--- src/hdl/fibm_pkg.sv ---
// ---------------------------------------------------------------------------
// fibm_pkg - shared types and constants
// Field widths, operation/result records between the sequencer and the
// multiply-reduce unit, and the modulus and reciprocal tables.
// ---------------------------------------------------------------------------
package fibm_pkg;

  // Field widths
  localparam int SEED_W     = 16;
  localparam int INDEX_W    = 32;
  localparam int DIGIT_W    = 3;
  localparam int VAL_W      = 14;
  localparam int TAG_W      = 2;

  // Datapath widths inside the multiply-reduce unit
  localparam int PROD_W      = SEED_W + VAL_W;     // one product
  localparam int ACC_W       = PROD_W + 1;         // sum of two products
  localparam int RECIP_W     = 32;
  localparam int RECIP_SHIFT = ACC_W;

  // Default for the top-level index width and the digit-count ceiling
  localparam int INDEX_BITS_DEF = 32;
  localparam int MAX_DIGITS     = 4;

  typedef logic [SEED_W-1:0]  seed_t;
  typedef logic [VAL_W-1:0]   val_t;
  typedef logic [DIGIT_W-1:0] dsel_t;
  typedef logic [TAG_W-1:0]   tag_t;
  typedef logic [RECIP_W-1:0] recip_t;

  // Matrix entry tags (row, column)
  localparam tag_t TAG_00 = 2'd0;
  localparam tag_t TAG_01 = 2'd1;
  localparam tag_t TAG_10 = 2'd2;
  localparam tag_t TAG_11 = 2'd3;

  // One operation: (x*y + u*v) mod 10^dsel
  typedef struct packed {
    logic  valid;
    tag_t  tag;
    dsel_t dsel;
    seed_t x;
    val_t  y;
    seed_t u;
    val_t  v;
  } op_t;

  typedef struct packed {
    logic valid;
    tag_t tag;
    val_t value;
  } res_t;

  // 10^d, saturating at 10^4 for d of 4 and above
  function automatic val_t mod_of(input dsel_t d);
    unique case (d)
      3'd0:    mod_of = val_t'(1);
      3'd1:    mod_of = val_t'(10);
      3'd2:    mod_of = val_t'(100);
      3'd3:    mod_of = val_t'(1000);
      default: mod_of = val_t'(10000);
    endcase
  endfunction

  // floor(2^RECIP_SHIFT / 10^d)
  function automatic recip_t recip_of(input dsel_t d);
    unique case (d)
      3'd0:    recip_of = recip_t'(64'd2147483648);
      3'd1:    recip_of = recip_t'(64'd214748364);
      3'd2:    recip_of = recip_t'(64'd21474836);
      3'd3:    recip_of = recip_t'(64'd2147483);
      default: recip_of = recip_t'(64'd214748);
    endcase
  endfunction

endpackage

--- src/hdl/fibm_req_if.sv ---
// ---------------------------------------------------------------------------
// fibm_req_if - request channel
// Valid/ready channel carrying the seeds, the term index and the digit count.
// ---------------------------------------------------------------------------
interface fibm_req_if import fibm_pkg::*; ();
  logic                 valid;
  logic                 ready;
  logic [SEED_W-1:0]    seed_first;
  logic [SEED_W-1:0]    seed_second;
  logic [INDEX_W-1:0]   term_index;
  logic [DIGIT_W-1:0]   digit_count;

  modport source (output valid, seed_first, seed_second, term_index, digit_count,
                  input ready);
  modport sink (input valid, seed_first, seed_second, term_index, digit_count,
                output ready);
endinterface

--- src/hdl/fibm_rsp_if.sv ---
// ---------------------------------------------------------------------------
// fibm_rsp_if - result channel
// Valid/ready channel carrying the trailing decimal digits of the term.
// ---------------------------------------------------------------------------
interface fibm_rsp_if import fibm_pkg::*; ();
  logic             valid;
  logic             ready;
  logic [VAL_W-1:0] term_digits;

  modport source (output valid, term_digits, input ready);
  modport sink (input valid, term_digits, output ready);
endinterface

--- src/hdl/fibm_modmac.sv ---
// ---------------------------------------------------------------------------
// fibm_modmac - pipelined modular multiply-accumulate
// Computes (x*y + u*v) mod 10^d in five stages, one operation per cycle.
// Reduction multiplies by a fixed-point reciprocal, then corrects once.
// ---------------------------------------------------------------------------
module fibm_modmac import fibm_pkg::*; (
  input  logic clk,
  input  logic rst,
  input  op_t  op,
  output res_t res
);

  logic                      v1, v2, v3, v4, v5;
  tag_t                      tag1, tag2, tag3, tag4, tag5;
  dsel_t                     d1, d2, d3, d4, d5;
  logic [PROD_W-1:0]         p1;
  seed_t                     u1;
  val_t                      w1;
  logic [ACC_W-1:0]          s2, s3;
  logic [ACC_W-1:0]          q3;
  logic [VAL_W:0]            r4;
  val_t                      out5;

  logic [PROD_W-1:0]         uv_prod;
  logic [ACC_W+RECIP_W-1:0]  q_prod;
  logic [ACC_W+VAL_W-1:0]    qm_prod;
  logic [ACC_W-1:0]          diff;
  val_t                      md4;

  assign uv_prod = u1 * w1;
  assign q_prod  = s2 * recip_of(d2);
  assign qm_prod = q3 * mod_of(d3);
  assign diff    = s3 - qm_prod[ACC_W-1:0];
  assign md4     = mod_of(d4);

  // Valid pipeline
  always_ff @(posedge clk) begin
    if (rst) begin
      v1 <= 1'b0;
      v2 <= 1'b0;
      v3 <= 1'b0;
      v4 <= 1'b0;
      v5 <= 1'b0;
    end else begin
      v1 <= op.valid;
      v2 <= v1;
      v3 <= v2;
      v4 <= v3;
      v5 <= v4;
    end
  end

  // Datapath stages
  always_ff @(posedge clk) begin
    // stage 1: first product
    p1   <= op.x * op.y;
    u1   <= op.u;
    w1   <= op.v;
    tag1 <= op.tag;
    d1   <= op.dsel;
    // stage 2: second product and sum
    s2   <= ACC_W'(p1) + ACC_W'(uv_prod);
    tag2 <= tag1;
    d2   <= d1;
    // stage 3: quotient estimate, low by at most one
    q3   <= q_prod[RECIP_SHIFT +: ACC_W];
    s3   <= s2;
    tag3 <= tag2;
    d3   <= d2;
    // stage 4: remainder, below twice the modulus
    r4   <= diff[VAL_W:0];
    tag4 <= tag3;
    d4   <= d3;
    // stage 5: final correction
    out5 <= (r4 >= {1'b0, md4}) ? VAL_W'(r4 - {1'b0, md4}) : r4[VAL_W-1:0];
    tag5 <= tag4;
    d5   <= d4;
  end

  assign res.valid = v5;
  assign res.tag   = tag5;
  assign res.value = out5;

  // Checks
  a_res_reduced: assert property (@(posedge clk) disable iff (rst)
    v5 |-> (out5 < mod_of(d5)))
    else $error("result not reduced below modulus");

  a_rem_bound: assert property (@(posedge clk) disable iff (rst)
    v4 |-> (r4 < ({1'b0, md4} + {1'b0, md4})))
    else $error("quotient estimate off by more than one");

  a_latency: assert property (@(posedge clk) disable iff (rst)
    v5 |-> $past(op.valid, 5))
    else $error("result without matching operation");

endmodule

--- src/hdl/fibm_seq.sv ---
// ---------------------------------------------------------------------------
// fibm_seq - square-and-multiply sequencer
// Holds the running matrix, walks the index bits from the top, issues the
// four entry products per square, folds in the step matrix with modular
// adds, and finishes with the seed combination.
// ---------------------------------------------------------------------------
module fibm_seq import fibm_pkg::*; #(
  parameter int INDEX_BITS = INDEX_BITS_DEF
) (
  input  logic clk,
  input  logic rst,
  fibm_req_if.sink   req,
  fibm_rsp_if.source rsp,
  output op_t        op,
  input  res_t       res
);

  localparam int BCNT_W = $clog2(INDEX_BITS);

  localparam logic [2:0] ST_IDLE     = 3'd0;
  localparam logic [2:0] ST_ISSUE    = 3'd1;
  localparam logic [2:0] ST_WAIT     = 3'd2;
  localparam logic [2:0] ST_COMMIT   = 3'd3;
  localparam logic [2:0] ST_FIN      = 3'd4;
  localparam logic [2:0] ST_FIN_WAIT = 3'd5;
  localparam logic [2:0] ST_OUT      = 3'd6;

  logic [2:0]            state;
  tag_t                  icnt;
  tag_t                  rcnt;
  logic [BCNT_W-1:0]     bcnt;
  logic [INDEX_BITS-1:0] nsh;
  dsel_t                 dsel;
  seed_t                 seed_a, seed_b;
  val_t                  r    [4];
  val_t                  prod [4];
  val_t                  fin;
  logic                  out_valid;
  val_t                  out_data;

  dsel_t dsel_in;
  val_t  md_cur;
  val_t  one_in;

  // (a + b) mod md, both inputs already reduced
  function automatic val_t madd(input val_t a, input val_t b, input val_t md);
    logic [VAL_W:0] sum;
    sum = {1'b0, a} + {1'b0, b};
    madd = (sum >= {1'b0, md}) ? VAL_W'(sum - {1'b0, md}) : sum[VAL_W-1:0];
  endfunction

  // Digit count saturates at the ceiling
  assign dsel_in = (req.digit_count > dsel_t'(MAX_DIGITS)) ? dsel_t'(MAX_DIGITS)
                                                           : req.digit_count;
  assign one_in  = (mod_of(dsel_in) == val_t'(1)) ? val_t'(0) : val_t'(1);
  assign md_cur  = mod_of(dsel);

  assign req.ready       = (state == ST_IDLE);
  assign rsp.valid       = out_valid;
  assign rsp.term_digits = out_data;

  // Operand select for the shared unit
  always_comb begin
    op.valid = (state == ST_ISSUE) || (state == ST_FIN);
    op.tag   = (state == ST_FIN) ? TAG_00 : icnt;
    op.dsel  = dsel;
    op.x     = seed_t'(r[0]);
    op.y     = r[0];
    op.u     = seed_t'(r[1]);
    op.v     = r[2];
    if (state == ST_FIN) begin
      op.x = seed_a;
      op.y = r[0];
      op.u = seed_b;
      op.v = r[1];
    end else begin
      case (icnt)
        TAG_00: begin
          op.x = seed_t'(r[0]); op.y = r[0];
          op.u = seed_t'(r[1]); op.v = r[2];
        end
        TAG_01: begin
          op.x = seed_t'(r[0]); op.y = r[1];
          op.u = seed_t'(r[1]); op.v = r[3];
        end
        TAG_10: begin
          op.x = seed_t'(r[2]); op.y = r[0];
          op.u = seed_t'(r[3]); op.v = r[2];
        end
        default: begin
          op.x = seed_t'(r[2]); op.y = r[1];
          op.u = seed_t'(r[3]); op.v = r[3];
        end
      endcase
    end
  end

  // Returned entries land by tag
  always_ff @(posedge clk) begin
    if (res.valid) begin
      prod[res.tag] <= res.value;
    end
  end

  // Output register valid: set on load, cleared when the result is taken
  always_ff @(posedge clk) begin
    if (rst) begin
      out_valid <= 1'b0;
    end else if ((state == ST_OUT) && (!out_valid || rsp.ready)) begin
      out_valid <= 1'b1;
    end else if (rsp.valid && rsp.ready) begin
      out_valid <= 1'b0;
    end
  end

  // Sequencer
  always_ff @(posedge clk) begin
    if (rst) begin
      state     <= ST_IDLE;
      icnt      <= TAG_00;
      rcnt      <= TAG_00;
    end else begin
      unique case (state)
        ST_IDLE: begin
          if (req.valid) begin
            seed_a <= req.seed_first;
            seed_b <= req.seed_second;
            nsh    <= INDEX_BITS'(req.term_index);
            dsel   <= dsel_in;
            bcnt   <= BCNT_W'(INDEX_BITS - 1);
            r[0]   <= one_in;
            r[1]   <= val_t'(0);
            r[2]   <= val_t'(0);
            r[3]   <= one_in;
            icnt   <= TAG_00;
            rcnt   <= TAG_00;
            state  <= ST_ISSUE;
          end
        end
        ST_ISSUE: begin
          icnt <= icnt + tag_t'(1);
          if (icnt == TAG_11) begin
            state <= ST_WAIT;
          end
        end
        ST_WAIT: begin
          // count returned entries; the fourth ends the square
          if (res.valid) begin
            rcnt <= rcnt + tag_t'(1);
            if (rcnt == TAG_11) begin
              state <= ST_COMMIT;
            end
          end
        end
        ST_COMMIT: begin
          // square done; multiply by [[0,1],[1,1]] when the bit is set
          if (nsh[INDEX_BITS-1]) begin
            r[0] <= prod[1];
            r[1] <= madd(prod[0], prod[1], md_cur);
            r[2] <= prod[3];
            r[3] <= madd(prod[2], prod[3], md_cur);
          end else begin
            r[0] <= prod[0];
            r[1] <= prod[1];
            r[2] <= prod[2];
            r[3] <= prod[3];
          end
          nsh  <= nsh << 1;
          icnt <= TAG_00;
          rcnt <= TAG_00;
          if (bcnt == '0) begin
            state <= ST_FIN;
          end else begin
            bcnt  <= bcnt - BCNT_W'(1);
            state <= ST_ISSUE;
          end
        end
        ST_FIN: begin
          state <= ST_FIN_WAIT;
        end
        ST_FIN_WAIT: begin
          if (res.valid) begin
            fin   <= res.value;
            state <= ST_OUT;
          end
        end
        ST_OUT: begin
          if (!out_valid || rsp.ready) begin
            out_data  <= fin;
            state     <= ST_IDLE;
          end
        end
        default: begin
          state <= ST_IDLE;
        end
      endcase
    end
  end

  // Checks
  a_res_window: assert property (@(posedge clk) disable iff (rst)
    res.valid |-> (state == ST_WAIT || state == ST_FIN_WAIT))
    else $error("unit result outside a wait state");

  a_commit_reduced: assert property (@(posedge clk) disable iff (rst)
    state == ST_COMMIT |=> (r[0] < md_cur && r[1] < md_cur &&
                            r[2] < md_cur && r[3] < md_cur))
    else $error("matrix entry not reduced after commit");

  a_start: assert property (@(posedge clk) disable iff (rst)
    req.valid && req.ready |=> (state == ST_ISSUE && rcnt == TAG_00 && icnt == TAG_00))
    else $error("request did not start a square pass");

endmodule

--- src/hdl/fibonacci_mod_pow10_matrix_power.sv ---
// ---------------------------------------------------------------------------
// fibonacci_mod_pow10_matrix_power - generalized Fibonacci term, last digits
// Returns f(n) mod 10^m for f(0)=a, f(1)=b by raising [[0,1],[1,1]] to the
// power n with square-and-multiply, then combining with the seeds.
// ---------------------------------------------------------------------------
//
//   channel  dir  handshake     payload
//   req      in   valid/ready   seed_first, seed_second, term_index, digit_count
//   rsp      out  valid/ready   term_digits
//
// The time from the accepting edge to rsp.valid does not depend on the index
// value; a new request is taken only once the previous result has been
// loaded into the output register.
// For each index bit the four entry products are issued, the sequencer waits
// until the last entry leaves the multiply-reduce pipeline, and then commits;
// the seed combination adds one issue, the pipeline wait and an output step.
// req.ready is high only while idle; a finished result waits in the output
// register and the next request is taken while it waits. A second finished
// result holds the sequencer until the first is taken, stalling req.
// Reset is synchronous and clears the sequencer, the output valid flag and the unit's valid pipeline.
//
module fibonacci_mod_pow10_matrix_power import fibm_pkg::*; #(
  parameter int INDEX_BITS = INDEX_BITS_DEF
) (
  input  logic       clk,
  input  logic       rst,
  fibm_req_if.sink   req,
  fibm_rsp_if.source rsp
);

  op_t  op;
  res_t res;

  // Sequencer and matrix state
  fibm_seq #(
    .INDEX_BITS (INDEX_BITS)
  ) u_seq (
    .clk (clk),
    .rst (rst),
    .req (req),
    .rsp (rsp),
    .op  (op),
    .res (res)
  );

  // Shared multiply-reduce unit
  fibm_modmac u_modmac (
    .clk (clk),
    .rst (rst),
    .op  (op),
    .res (res)
  );

endmodule
--- src/flat_wrapper.sv ---
// flat-port wrapper written by rule: the top's interface ports become plain ports
module fibonacci_mod_pow10_matrix_power_flat import fibm_pkg::*;
#(
  parameter int INDEX_BITS = INDEX_BITS_DEF
)
  (clk, rst, req_valid, req_seed_first, req_seed_second, req_term_index, req_digit_count, req_ready, rsp_valid, rsp_term_digits, rsp_ready);
  fibm_req_if req_i ();
  fibm_rsp_if rsp_i ();
  input  logic clk;
  input  logic rst;
  input wire logic [$bits(req_i.valid)-1:0] req_valid;
  input wire logic [$bits(req_i.seed_first)-1:0] req_seed_first;
  input wire logic [$bits(req_i.seed_second)-1:0] req_seed_second;
  input wire logic [$bits(req_i.term_index)-1:0] req_term_index;
  input wire logic [$bits(req_i.digit_count)-1:0] req_digit_count;
  output wire logic [$bits(req_i.ready)-1:0] req_ready;
  output wire logic [$bits(rsp_i.valid)-1:0] rsp_valid;
  output wire logic [$bits(rsp_i.term_digits)-1:0] rsp_term_digits;
  input wire logic [$bits(rsp_i.ready)-1:0] rsp_ready;
  assign req_i.valid = req_valid;
  assign req_i.seed_first = req_seed_first;
  assign req_i.seed_second = req_seed_second;
  assign req_i.term_index = req_term_index;
  assign req_i.digit_count = req_digit_count;
  assign req_ready = req_i.ready;
  assign rsp_valid = rsp_i.valid;
  assign rsp_term_digits = rsp_i.term_digits;
  assign rsp_i.ready = rsp_ready;
  fibonacci_mod_pow10_matrix_power #(.INDEX_BITS(INDEX_BITS)) u_core (.clk(clk), .rst(rst), .req(req_i), .rsp(rsp_i));
endmodule
--- config.mk ---
export PLATFORM = sky130hd
export DESIGN_NAME = fibonacci_mod_pow10_matrix_power_flat
export DESIGN_NICKNAME = d
export VERILOG_FILES = /design/src/hdl/fibm_pkg.sv /design/src/hdl/fibm_req_if.sv /design/src/hdl/fibm_rsp_if.sv /design/src/hdl/fibm_modmac.sv /design/src/hdl/fibm_seq.sv /design/src/hdl/fibonacci_mod_pow10_matrix_power.sv /design/src/flat_wrapper.sv
export SDC_FILE = /design/constraint.sdc
export NUM_CORES = 2
export LEC_CHECK = 0
export BUFFER_PORTS_ARGS = -buffer_cell sky130_fd_sc_hd__buf_2
export CORE_UTILIZATION = 52
export DETAILED_ROUTE_END_ITERATION = 6
export PLACE_DENSITY = 0.72
export SLEW_MARGIN = 20
export SYNTH_ARGS = -nofsm -noshare
export SYNTH_HDL_FRONTEND = slang
export SYNTH_SLANG_ARGS = --single-unit
--- constraint.sdc ---
create_clock -name clk -period 10.06 [get_ports clk]
set_clock_uncertainty 0.05 [all_clocks]
set_input_delay 1.006 -clock clk [delete_from_list [all_inputs] [get_ports clk]]
set_output_delay 1.006 -clock clk [all_outputs]
set_load 0.05 [all_outputs]
==> flow_summary_export.csv <==
group,metric,value,unit
sta,rsz0062_at_grt,"no",
global_route,grt_pass1_vias,40710,
routing,route.detailed.drc,1,
clock_network,cts_buffers,42,
finish,multi_input_area,40200,um^2
clock_network,cts-root-buf,"clkbuf_16",
clock_network,cts-resized-gates,0,
finish,final_net_count,7309,
finish,fill_cells,9123,
finish,drive_gt1_frac,0.0453,
sta,drv_slew,0,
setup_path,crit_arrival,9760,ps
die,start_util,0.526,
die,core_area,106000,um^2
logic_synthesis,synth-seq-cells,397,
die,die-area,108000,um^2
global_route,grt_pass1_wl,234,mm
run_status,failed_checks,"design-rule violations",
logic_synthesis,yosysWarnings,0,
clock_network,clock_sinks,397,
routing,ant_nets,0,
clock_network,cts_setup_buffers,0,
clock_network,clkTransAtPathRegs,60,ps
placement,gp_congestion,0.998,
routing,firstDrtPassIters,7,
routing,wl,149,mm
setup_path,slowest_stage,"or2_2",
setup_path,cp_num_buf_inv,7,
logic_synthesis,synth.distinct_cells,80,
global_route,grt.overflow.total,0,
setup_path,max_stage_delay,650,ps
finish,stdcell_area,58700,um^2
placement,hpwl,125,mm
logic_synthesis,synth_area_per_cell,9.80,um^2
hold_path,hold_depth,0,
setup_path,cp_max_fo,31,
sta,timing.final.crit_share,0.927,
logic_synthesis,syn_nets,7330,
die,die_w,329,um
setup_path,endpoint_kind,"flip-flop",
clock_network,htree_levels,2,
sta,relSlewSlack,0.272,
global_route,grt_max_degree,124,
global_route,antenna_found_initial,1,
clock_network,cts-hold-fix-buffers,0,
setup_path,required,10500,ps
routing,drt-initial-drc-count,3273,
setup_path,cp_common_cell,"fa_1",
setup_path,criticalPathCategory,"flip-flop to flip-flop",
setup_path,path_depth,29,
routing,vias,38911,
sta,setup_violations,0,
global_route,grt_use_total,0.283,
die,pin_count,87,
run,max_cap_violations,0,
setup_path,crit_family,"adder cells",
logic_synthesis,synth-edff-count,212,
routing,vias_per_cell,5.51,
placement,dpl_cell_area,57300,um^2
run_status,status,"finished with violations",
sta,fmax,0.107,GHz
clock_network,worstSkewPairLatency,630,ps
setup_path,crit_path_start_kind,"flip-flop",
placement,io_buffers,86,
finish,fin_util,0.556,
logic_synthesis,synth_ff_type,"edfxtp_1",
sta,worst_slew_pin_slew,1090,ps
sta,setup_tns,0,ps
logic_synthesis,netlist_instances,5661,
hold_path,hold_class,"flip-flop to flip-flop",
clock_network,clk_path_buf_depth,3,
die,rows,119,
logic_synthesis,syn_area,55500,um^2
logic_synthesis,synth-seq-area-share,0.181,
sta,min_period,9330,ps
finish,areaGrowthSynthToFinish,5.80,%
clock_network,cts_tree,"yes",
sta,finalHoldViolCount,0,
sta,holdWs,279,ps
logic_synthesis,async_reset_ff_frac,0,
die,die_h,329,um
finish,register_area,10100,um^2
routing,drt-wirelength-per-cell,21.1,um
setup_path,reg2reg_depth,29,
-- Yosys cell counts, types with 18 or more instances --
| cell type | instances | area share |
|---|---|---|
| dfxtp_1 | 185 | 0.067 |
| nand2b_1 | 41 | 0.0046 |
| and3_1 | 53 | 0.0060 |
| a22oi_1 | 52 | 0.0070 |
| o21ai_0 | 127 | 0.011 |
| nand3_1 | 42 | 0.0038 |
| a21oi_1 | 152 | 0.014 |
| and2_1 | 277 | 0.031 |
| edfxtp_1 | 212 | 0.11 |
| clkbuf_1 | 169 | 0.011 |
| mux2i_1 | 51 | 0.0092 |
| nor3_1 | 38 | 0.0034 |
| ha_1 | 612 | 0.14 |
| nor2b_1 | 70 | 0.0079 |
| fa_1 | 986 | 0.36 |
| a211oi_1 | 18 | 0.0024 |
| or2_2 | 41 | 0.0046 |
| inv_1 | 1214 | 0.082 |
| xnor2_1 | 128 | 0.020 |
| nand2_1 | 602 | 0.041 |
| a21o_1 | 65 | 0.0088 |
| nor2_1 | 248 | 0.017 |
| xor2_1 | 39 | 0.0062 |
| o21a_1 | 29 | 0.0039 |
-- final timing paths --
kind / slack (ps) / to / startpoint
max: 730 / u_core.u_modmac.q3[14] / u_core.u_modmac.d2[1]
min: 280 / u_core.u_modmac.tag2[1] / u_core.u_modmac.tag1[1]
max reg2reg: 730 / u_core.u_modmac.q3[14] / u_core.u_modmac.d2[1]
min reg2reg: 280 / u_core.u_modmac.tag2[1] / u_core.u_modmac.tag1[1]
-- routing by layer --
metal | share of wire | wire length, um | track usage
met1 | 0.41 | 61100 | 0.379
met2 | 0.47 | 70500 | 0.466
met3 | 0.073 | 10900 | 0.0407
met4 | 0.045 | 6730 | 0.110
met5 | 0 | 0 | 0
-- flip-flops by register name, summed over array words and instances, names as in the netlist, 5 cells and up --
| register | flops |
|---|---|
| u_core.u_modmac.w1 | 14 |
| u_core.u_seq.nsh | 32 |
| u_core.u_seq.seed_b | 16 |
| u_core.u_modmac.q3 | 15 |
| u_core.u_modmac.s2 | 31 |
| u_core.u_modmac.s3 | 15 |
| u_core.u_modmac.r4 | 15 |
| u_core.u_modmac.u1 | 16 |
| u_core.u_seq.bcnt | 5 |
| u_core.u_seq.seed_a | 16 |
| u_core.u_modmac.p1 | 30 |
| u_core.u_seq.r | 56 |
| u_core.u_seq.rsp.term_digits | 14 |
| u_core.u_modmac.out5 | 14 |
| u_core.u_seq.prod | 56 |
| u_core.u_seq.fin | 14 |
-- logic make-up after synthesis --
| logic type | count (synthesis) | share of synthesized area |
|---|---|---|
| xor+xnor | 167 | 0.0264 |
| buf+inv | 1400 | 0.0948 |
| fa+ha+maj | 1598 | 0.494 |
| flops | 397 | 0.181 |
| simple gates | 1465 | 0.126 |
| mux | 55 | 0.0100 |
| compound gates | 579 | 0.0680 |
-- layout by cell type, fill, tap and decap left out, types with 39 or more instances in the layout --
master     count
inv_1       1214
fa_1         986
ha_1         612
nand2_1      602
and2_1       277
nor2_1       244
edfxtp_1     212
dfxtp_1      185
a21oi_1      152
xnor2_1      128
o21ai_0      126
buf_2         86
nor2b_1       70
a21o_1        65
and3_1        53
a22oi_1       52
mux2i_1       51
clkbuf_16     44
nand3_1       42
nand2b_1      41
or2_2         41
xor2_1        39
-- final cells by class --
type | count | area share
Clock inverter | 25 | 0.00486
Sequential cell | 397 | 0.171
Timing Repair Buffer | 121 | 0.0120
Clock buffer | 52 | 0.0196
Multi-Input combinational cell | 3864 | 0.685
Tap cell | 1391 | 0.0296
Antenna cell | 3 | 0.000128
Inverter | 1214 | 0.0776
-- stage by stage --
stage               setup WS, ps  cells
global placement            1040   6986
detailed placement           783   6986
floorplan                   1730   5661
finish                       731   7067
CTS                          752   7063
global route                 115   7064
Power is not shown: default switching activity piles up to over one toggle a cycle in this logic, so the estimate is an artifact.
